### config.mk
export PLATFORM = sky130hd
export DESIGN_NAME = string_hash_bucket_index_top
export DESIGN_NICKNAME = d
export VERILOG_FILES = /design/src/rtl/shbi_pkg.sv /design/src/rtl/shbi_sequencer.sv /design/src/rtl/shbi_datapath.sv /design/src/rtl/string_hash_bucket_index_top.sv
export VERILOG_INCLUDE_DIRS = /design/src /design/src/rtl
export SDC_FILE = /design/constraint.sdc
export NUM_CORES = 1
export LEC_CHECK = 0
export BUFFER_PORTS_ARGS = -buffer_cell sky130_fd_sc_hd__buf_2
export CAP_MARGIN = 20
export CORE_ASPECT_RATIO = 1.1
export CORE_MARGIN = 10
export CORE_UTILIZATION = 50
export CTS_CLUSTER_DIAMETER = 200
export CTS_CLUSTER_SIZE = 8
export DETAILED_ROUTE_END_ITERATION = 10
export GPL_ROUTABILITY_DRIVEN = 0
export PLACE_DENSITY = 0.72
export SYNTH_ARGS = -nofsm -noshare
export SYNTH_HDL_FRONTEND = slang
export SYNTH_SLANG_ARGS = --single-unit
### constraint.sdc
create_clock -name aclk -period 8.9 [get_ports aclk]
set_input_delay 1.335 -clock aclk [delete_from_list [all_inputs] [get_ports aclk]]
set_output_delay 1.335 -clock aclk [all_outputs]
set_load 0.05 [all_outputs]
### src/rtl/string_hash_bucket_index_top_macros.svh
// assertion helpers, clocked on aclk and disabled while aresetn is low
`ifndef STRING_HASH_BUCKET_INDEX_TOP_MACROS_SVH
`define STRING_HASH_BUCKET_INDEX_TOP_MACROS_SVH

`ifndef SYNTHESIS

`define SHBI_ASSERT_SAME(label, ante, cons) \
    label: assert property (@(posedge aclk) disable iff (!aresetn) (ante) |-> (cons)) \
        else $error("assertion failed");

`define SHBI_ASSERT_NEXT(label, ante, cons) \
    label: assert property (@(posedge aclk) disable iff (!aresetn) (ante) |=> (cons)) \
        else $error("assertion failed");

`else

`define SHBI_ASSERT_SAME(label, ante, cons)

`define SHBI_ASSERT_NEXT(label, ante, cons)

`endif

`endif

### src/rtl/shbi_pkg.sv
package shbi_pkg;

    localparam int HASH_W   = 64;
    localparam int BYTE_W   = 8;
    localparam int BUCKET_W = 16;
    localparam int CNT_W    = 6;
    localparam int STEP_W   = 2;
    localparam int HASH_SHIFT = 7;

    localparam logic [HASH_W-1:0]   HASH_SEED       = 64'd531;
    localparam logic [BUCKET_W-1:0] NUM_BUCKETS_RST = 16'd50000;
    localparam logic [CNT_W-1:0]    DIV_LAST_CNT    = 6'd63;

    // microprogram addresses
    localparam logic [STEP_W-1:0] STEP_FETCH = 2'd0;
    localparam logic [STEP_W-1:0] STEP_INIT  = 2'd1;
    localparam logic [STEP_W-1:0] STEP_DIV   = 2'd2;
    localparam logic [STEP_W-1:0] STEP_OUT   = 2'd3;

    typedef enum logic [2:0] {
        OP_ACC      = 3'd0,
        OP_DIV_INIT = 3'd1,
        OP_DIV_STEP = 3'd2,
        OP_WRITE    = 3'd3
    } op_t;

    typedef enum logic [1:0] {
        COND_ALWAYS   = 2'd0,
        COND_TERM     = 2'd1,
        COND_CNT_DONE = 2'd2,
        COND_OUT_FREE = 2'd3
    } cond_t;

    typedef struct packed {
        logic              in_ready;
        op_t               op;
        cond_t             cond;
        logic [STEP_W-1:0] target;
    } ctrl_word_t;

    typedef struct packed {
        logic term_accepted;
        logic cnt_done;
        logic out_free;
    } status_t;

    // control store: on a true condition go to target, otherwise repeat the step
    function automatic ctrl_word_t ucode_rom(input logic [STEP_W-1:0] addr);
        ctrl_word_t w;
        unique case (addr)
            STEP_FETCH: w = '{in_ready: 1'b1, op: OP_ACC,      cond: COND_TERM,
                              target: STEP_INIT};
            STEP_INIT:  w = '{in_ready: 1'b0, op: OP_DIV_INIT, cond: COND_ALWAYS,
                              target: STEP_DIV};
            STEP_DIV:   w = '{in_ready: 1'b0, op: OP_DIV_STEP, cond: COND_CNT_DONE,
                              target: STEP_OUT};
            STEP_OUT:   w = '{in_ready: 1'b0, op: OP_WRITE,    cond: COND_OUT_FREE,
                              target: STEP_FETCH};
            default:    w = '{in_ready: 1'b0, op: OP_ACC,      cond: COND_ALWAYS,
                              target: STEP_FETCH};
        endcase
        return w;
    endfunction

endpackage

### src/rtl/shbi_sequencer.sv
`include "string_hash_bucket_index_top_macros.svh"

module shbi_sequencer
    import shbi_pkg::*;
(
    input  logic       aclk,
    input  logic       aresetn,
    input  status_t    status,
    output ctrl_word_t ctrl
);

    logic [STEP_W-1:0] step_reg;
    logic [STEP_W-1:0] step_next;
    logic              cond_true;

    assign ctrl = ucode_rom(step_reg);

    always_comb begin
        case (ctrl.cond)
            COND_ALWAYS:   cond_true = 1'b1;
            COND_TERM:     cond_true = status.term_accepted;
            COND_CNT_DONE: cond_true = status.cnt_done;
            COND_OUT_FREE: cond_true = status.out_free;
            default:       cond_true = 1'b0;
        endcase
        step_next = cond_true ? ctrl.target : step_reg;
    end

    always_ff @(posedge aclk) begin
        if (!aresetn) begin
            step_reg <= STEP_FETCH;
        end else begin
            step_reg <= step_next;
        end
    end

    `SHBI_ASSERT_NEXT(a_div_exit, step_reg == STEP_DIV && status.cnt_done, step_reg == STEP_OUT)
    `SHBI_ASSERT_NEXT(a_term_start, step_reg == STEP_FETCH && status.term_accepted,
                      step_reg == STEP_INIT)
    `SHBI_ASSERT_SAME(a_ready_fetch_only, ctrl.in_ready, step_reg == STEP_FETCH)

endmodule

### src/rtl/shbi_datapath.sv
`include "string_hash_bucket_index_top_macros.svh"

module shbi_datapath
    import shbi_pkg::*;
(
    input  logic                aclk,
    input  logic                aresetn,
    input  ctrl_word_t          ctrl,
    input  logic                cfg_wr_en,
    input  logic [BUCKET_W-1:0] cfg_wr_data,
    input  logic                s_valid,
    input  logic [BYTE_W-1:0]   s_key_byte,
    output status_t             status,
    output logic                m_valid,
    input  logic                m_ready,
    output logic [BUCKET_W-1:0] m_bucket_index
);

    logic [BUCKET_W-1:0] num_buckets_reg;
    logic [HASH_W-1:0]   hash_reg;
    logic [HASH_W-1:0]   quot_reg;
    logic [BUCKET_W-1:0] rem_reg;
    logic [BUCKET_W-1:0] div_reg;
    logic [CNT_W-1:0]    cnt_reg;
    logic                m_valid_reg;
    logic [BUCKET_W-1:0] m_bucket_index_reg;

    logic                accepted;
    logic                byte_zero;
    logic                out_free;
    logic [HASH_W-1:0]   hash_mac;
    logic [BUCKET_W:0]   rem_shift;
    logic [BUCKET_W:0]   rem_diff;
    logic [BUCKET_W-1:0] rem_next;

    assign accepted  = ctrl.in_ready && s_valid;
    assign byte_zero = (s_key_byte == '0);
    assign out_free  = !m_valid_reg || m_ready;

    // hash*129 + byte, wrapping
    assign hash_mac = (hash_reg << HASH_SHIFT) + hash_reg
                      + {{(HASH_W-BYTE_W){1'b0}}, s_key_byte};

    // one restoring division step, msb of the dividend first
    assign rem_shift = {rem_reg, quot_reg[HASH_W-1]};
    assign rem_diff  = rem_shift - {1'b0, div_reg};
    assign rem_next  = (rem_shift >= {1'b0, div_reg}) ? rem_diff[BUCKET_W-1:0]
                                                      : rem_shift[BUCKET_W-1:0];

    assign status.term_accepted = accepted && byte_zero;
    assign status.cnt_done      = (cnt_reg == '0);
    assign status.out_free      = out_free;

    always_ff @(posedge aclk) begin
        if (!aresetn) begin
            num_buckets_reg <= NUM_BUCKETS_RST;
        end else if (cfg_wr_en) begin
            num_buckets_reg <= cfg_wr_data;
        end
    end

    always_ff @(posedge aclk) begin
        if (!aresetn) begin
            hash_reg <= HASH_SEED;
        end else if (ctrl.op == OP_ACC && accepted && !byte_zero) begin
            hash_reg <= hash_mac;
        end else if (ctrl.op == OP_DIV_INIT) begin
            hash_reg <= HASH_SEED;
        end
    end

    always_ff @(posedge aclk) begin
        if (!aresetn) begin
            cnt_reg <= '0;
        end else begin
            case (ctrl.op)
                OP_DIV_INIT: cnt_reg <= DIV_LAST_CNT;
                OP_DIV_STEP: cnt_reg <= cnt_reg - 1'b1;
                default:     cnt_reg <= cnt_reg;
            endcase
        end
    end

    always_ff @(posedge aclk) begin
        case (ctrl.op)
            OP_DIV_INIT: begin
                quot_reg <= hash_reg;
                rem_reg  <= '0;
                div_reg  <= num_buckets_reg;
            end
            OP_DIV_STEP: begin
                quot_reg <= {quot_reg[HASH_W-2:0], 1'b0};
                rem_reg  <= rem_next;
            end
            default: begin
                quot_reg <= quot_reg;
                rem_reg  <= rem_reg;
            end
        endcase
    end

    // output register holds the transaction until taken
    always_ff @(posedge aclk) begin
        if (!aresetn) begin
            m_valid_reg <= 1'b0;
        end else if (ctrl.op == OP_WRITE && out_free) begin
            m_valid_reg <= 1'b1;
        end else if (m_ready) begin
            m_valid_reg <= 1'b0;
        end
    end

    always_ff @(posedge aclk) begin
        if (ctrl.op == OP_WRITE && out_free) begin
            m_bucket_index_reg <= (div_reg == '0) ? '0 : rem_reg;
        end
    end

    assign m_valid        = m_valid_reg;
    assign m_bucket_index = m_bucket_index_reg;

    `SHBI_ASSERT_NEXT(a_seed_reload, ctrl.op == OP_DIV_INIT, hash_reg == HASH_SEED)
    `SHBI_ASSERT_SAME(a_rem_bound, ctrl.op == OP_DIV_STEP && div_reg != '0, rem_reg < div_reg)
    `SHBI_ASSERT_NEXT(a_out_loaded, ctrl.op == OP_WRITE && out_free, m_valid_reg)

endmodule

### src/rtl/string_hash_bucket_index_top.sv
// Byte-serial string hash to bucket index. Each nonzero key byte is folded into
// a 64-bit hash (hash*129 + byte, seed 531) in the cycle it is accepted, so key
// bytes stream at one per cycle while s_ready is high. A zero byte ends the key:
// it is accepted, and the block then runs a setup step, a bit-serial restoring
// divider over the 64 dividend bits (one dividend bit per cycle), and a step that
// loads the output register once it is free. s_ready is low from the cycle
// after the terminator until the result is loaded; the result register then
// holds the transaction while the next key streams in. A bucket count of 0
// yields index 0. num_buckets resets to 50000.
module string_hash_bucket_index_top
    import shbi_pkg::*;
(
    input  logic                aclk,
    input  logic                aresetn,
    input  logic                cfg_wr_en,
    input  logic [BUCKET_W-1:0] cfg_wr_data,
    input  logic                s_valid,
    output logic                s_ready,
    input  logic [BYTE_W-1:0]   s_key_byte,
    output logic                m_valid,
    input  logic                m_ready,
    output logic [BUCKET_W-1:0] m_bucket_index
);

    ctrl_word_t ctrl;
    status_t    status;

    shbi_sequencer u_sequencer (
        .aclk    (aclk),
        .aresetn (aresetn),
        .status  (status),
        .ctrl    (ctrl)
    );

    shbi_datapath u_datapath (
        .aclk           (aclk),
        .aresetn        (aresetn),
        .ctrl           (ctrl),
        .cfg_wr_en      (cfg_wr_en),
        .cfg_wr_data    (cfg_wr_data),
        .s_valid        (s_valid),
        .s_key_byte     (s_key_byte),
        .status         (status),
        .m_valid        (m_valid),
        .m_ready        (m_ready),
        .m_bucket_index (m_bucket_index)
    );

    assign s_ready = ctrl.in_ready;

endmodule

==> summary.md <==
| Metric | Value |
|---|---|
| Clock buffer depth | 3 |
| Worst Clk Skew | 15.7 ps |
| Hold path startpoint | u_datapath.num_buckets_reg[10] |
| Most used flip-flop cell after synthesis | edfxtp_1 |
| Reg2Reg Capture Point | u_datapath.hash_reg[57] |
| Crit path top cell by count | inv_1 |
| Post-layout min period | 4250 ps |
| Yosys cell types | 72 |
| Layout Area Growth over Synthesis | 10.1% |
| Startpoint Class | primary input |
| Initial antenna violation count | 0 |
| Synth area leaders | edfxtp_1, ha_1, dfxtp_1, mux2_2, a21oi_1 |
| # rows | 62 |
| Die ar. | 0.0332 mm² |
| Fraction of registers with async set/reset | 0 |
| Pre-Repair DR Iteration Count | 6 |
| H-tree depth | 1 |
| Slowest CP cell | fa_1 |
| Critical Path, Cell by Cell | buf_2 > inv_1 > fa_1 > inv_1 > ha_1 > inv_1 > nor4b_2 > nand3_1 > nand4_1 > a31oi_1 > o41a_1 > nor3_2 > mux2i_1 > o21ai_1 |
| Largest net degree at the start of global routing | 73 |
| CTS tree | done |
| Sequential Power Share | 0.374 |
| Status | completed |
| Int Pwr | 0.00227 W |
| Gate power share | 0.337 |
| Synthesized area | 0.0132 mm² |
| Internal reg-to-reg setup slack | 5130 ps |
| Slew @ Worst Pin | 917 ps |
| First-pass GRT wire length | 49,500 µm |
| Synthesized Nets | 1,539 |
| Core Area | 0.0261 mm² |
| Post-route ant nets | 0 |
| Clk_lat worst skew | 560 ps |
| Final hold vios | 0 |
| Nature of the critical path endpoint | flip-flop |
| Yosys warns | 0 |
| Vias in the first global route | 9,960 |
| Port Buffer Count | 46 |
| Slew margin rel. | 0.389 |
| Post-synth top area share | 0.256 |
| Switching Fraction | 0.352 |
| CTS root buf | clkbuf_16 |
| Final core occ | 0.556 |
| I/O Pins | 47 |
| Hold path depth | 0 |
| Syn Inst Count | 1,361 |
| R2R cell count | 13 |
| Cell Pwr Density | 241 mW/mm² |
| TritonCTS buffer count | 29 |
| Post-Place Worst Slack | 4150 ps |
| Post-synth top cells | ha_1, nand2_1, edfxtp_1 |
| Crit path largest cell delay | 540 ps |
| Final setup viols | 0 |
| Register area share after synthesis | 0.391 |
| Top-count cell post-synth | ha_1 |
| Slew Limit Fails | 0 |
| Worst min-delay path class | flip-flop to flip-flop |
| Crit path DAT | 4670 ps |
| Unrepaired setup endpoints after global routing | false |
| P_leak | 6.03 nW |
| CP Class | primary input to flip-flop |
| Hpwl dp | 21,500 µm |
| Clock transition at path regs | 50 ps |
| Ant diodes | 0 |
| Fin Hold WS | 431 ps |
| # clock sinks | 201 |
| Grt total ovfl | 0 |
| Initial Utilization | 0.505 |
| Initial DRC count | 830 |
| Final wirelength | 30,000 µm |
| Vias per cell | 5.83 |
| Seq cells post-synth | 201 |
| Fraction of layout cells with a size suffix above 1 | 0.120 |
| Tcrit/Tclk final | 0.478 |
| Setup TNS | 0 ps |
| Die height | 190 µm |
| Postcts setup bufs | 0 |
| Max FO, Critical Path | 5 |
| PnR Total Power | 0.00350 W |
| Max cap viols | 0 |
| DR WL/cell | 17.1 µm |
| Fmax | 235 MHz |
| Hold Buf Count CTS | 0 |
| Final nets | 1,558 |
| Switch Pwr | 0.00123 W |
| Peak supply drop | 0.174 mV |
| Min-Delay Endpoint | u_datapath.div_reg[10] |
| Synthesized area per cell | 9.67 µm² |
| Worst setup margin | 4650 ps |
| Worst path required time | 9320 ps |
| Post-synth EDFFs | 112 |
| Residual DRC | 0 |
| RR Startpoint | u_datapath.hash_reg[0] |
| Power share of the clock group | 0.289 |
| Vias | 10,200 |
| Largest area contributor in the netlist | edfxtp_1 |
| PostCTS Resize Cnt | 0 |
| Overall routing resource usage | 0.177 |
| Die X | 175 µm |
-- cell families after synthesis --
logic type | Yosys count | share of synthesized area
AO/OA/AOI/OAI | 333 | 0.157
XOR/XNOR | 62 | 0.0413
adder cells (fa/ha/maj) | 149 | 0.143
buffers and inverters | 117 | 0.0346
flip-flops | 201 | 0.391
multiplexers | 96 | 0.0790
AND/OR/NAND/NOR | 403 | 0.154
-- layout make-up --
class | count | area [µm²]
fill | 2332 | 11600
multi-input combinational | 1043 | 7580
sequential | 201 | 5140
clock buffer | 49 | 801
tap | 352 | 440
timing repair buffer | 55 | 309
inverter | 50 | 188
clock inverter | 2 | 28.8
-- worst max-delay path by stage --
stage	startpoint	end	slack, ps	depth (start not counted)
6_report	s_key_byte[7]	u_datapath.hash_reg[57]	4650	14
5_1_grt	s_key_byte[1]	u_datapath.hash_reg[35]	4490	13
4_1_cts	s_key_byte[1]	u_datapath.hash_reg[35]	4710	13
3_5_place_dp	s_key_byte[1]	u_datapath.hash_reg[35]	4150	13
3_3_place_gp	s_key_byte[1]	u_datapath.hash_reg[35]	4220	13
2_1_floorplan	s_key_byte[1]	u_datapath.hash_reg[35]	4820	12
-- through the flow --
step	area, µm²	std cells
CTS	14500	1751
finish	14500	1752
global route	14500	1752
detailed placement	13700	1700
global placement	13600	1699
floorplan	13200	1361
-- power by group through the flow --
stage | clock [W] | sequential [W] | combinational (W)
global route | 0.00107 | 0.00133 | 0.00132
global placement | 0 | 0.00132 | 0.00113
detailed placement | 0 | 0.00132 | 0.00116
floorplan | 0 | 0.00128 | 0.000933
finish | 0.00101 | 0.00131 | 0.00118
CTS | 0.00103 | 0.00131 | 0.00117
-- routing by layer --
| metal | GRT usage | part of all wire |
|---|---|---|
| met4 | 0.0538 | 0.022 |
| met1 | 0.233 | 0.45 |
| met5 | 0 | 0 |
| met2 | 0.296 | 0.48 |
| met3 | 0.0228 | 0.049 |
-- worst max-delay path, delay by kind of cell --
family,cells,cell delay [ps]
compound gates,3,820
fa+ha+maj,2,900
buf+inv,4,300
mux,1,240
simple gates,4,1080
-- cell usage in the layout (no fill, tap or decap), types with 11 or more instances in the layout --
cell,instances
clkbuf_1,20
ha_1,144
inv_1,50
nand3b_1,16
nor3_1,20
a21o_1,28
xnor2_1,39
nand3_1,25
o21bai_1,12
and2_1,36
o21ai_0,91
mux2i_1,33
nor2_1,79
a21oi_1,98
xor2_1,23
nand4_1,22
clkbuf_16,29
a31oi_1,11
mux2_2,63
o21ai_1,11
edfxtp_1,112
dfxtp_1,89
a211oi_1,11
nand2_1,125
buf_2,46
nor2b_1,24
(Power assumes the default switching activity.)
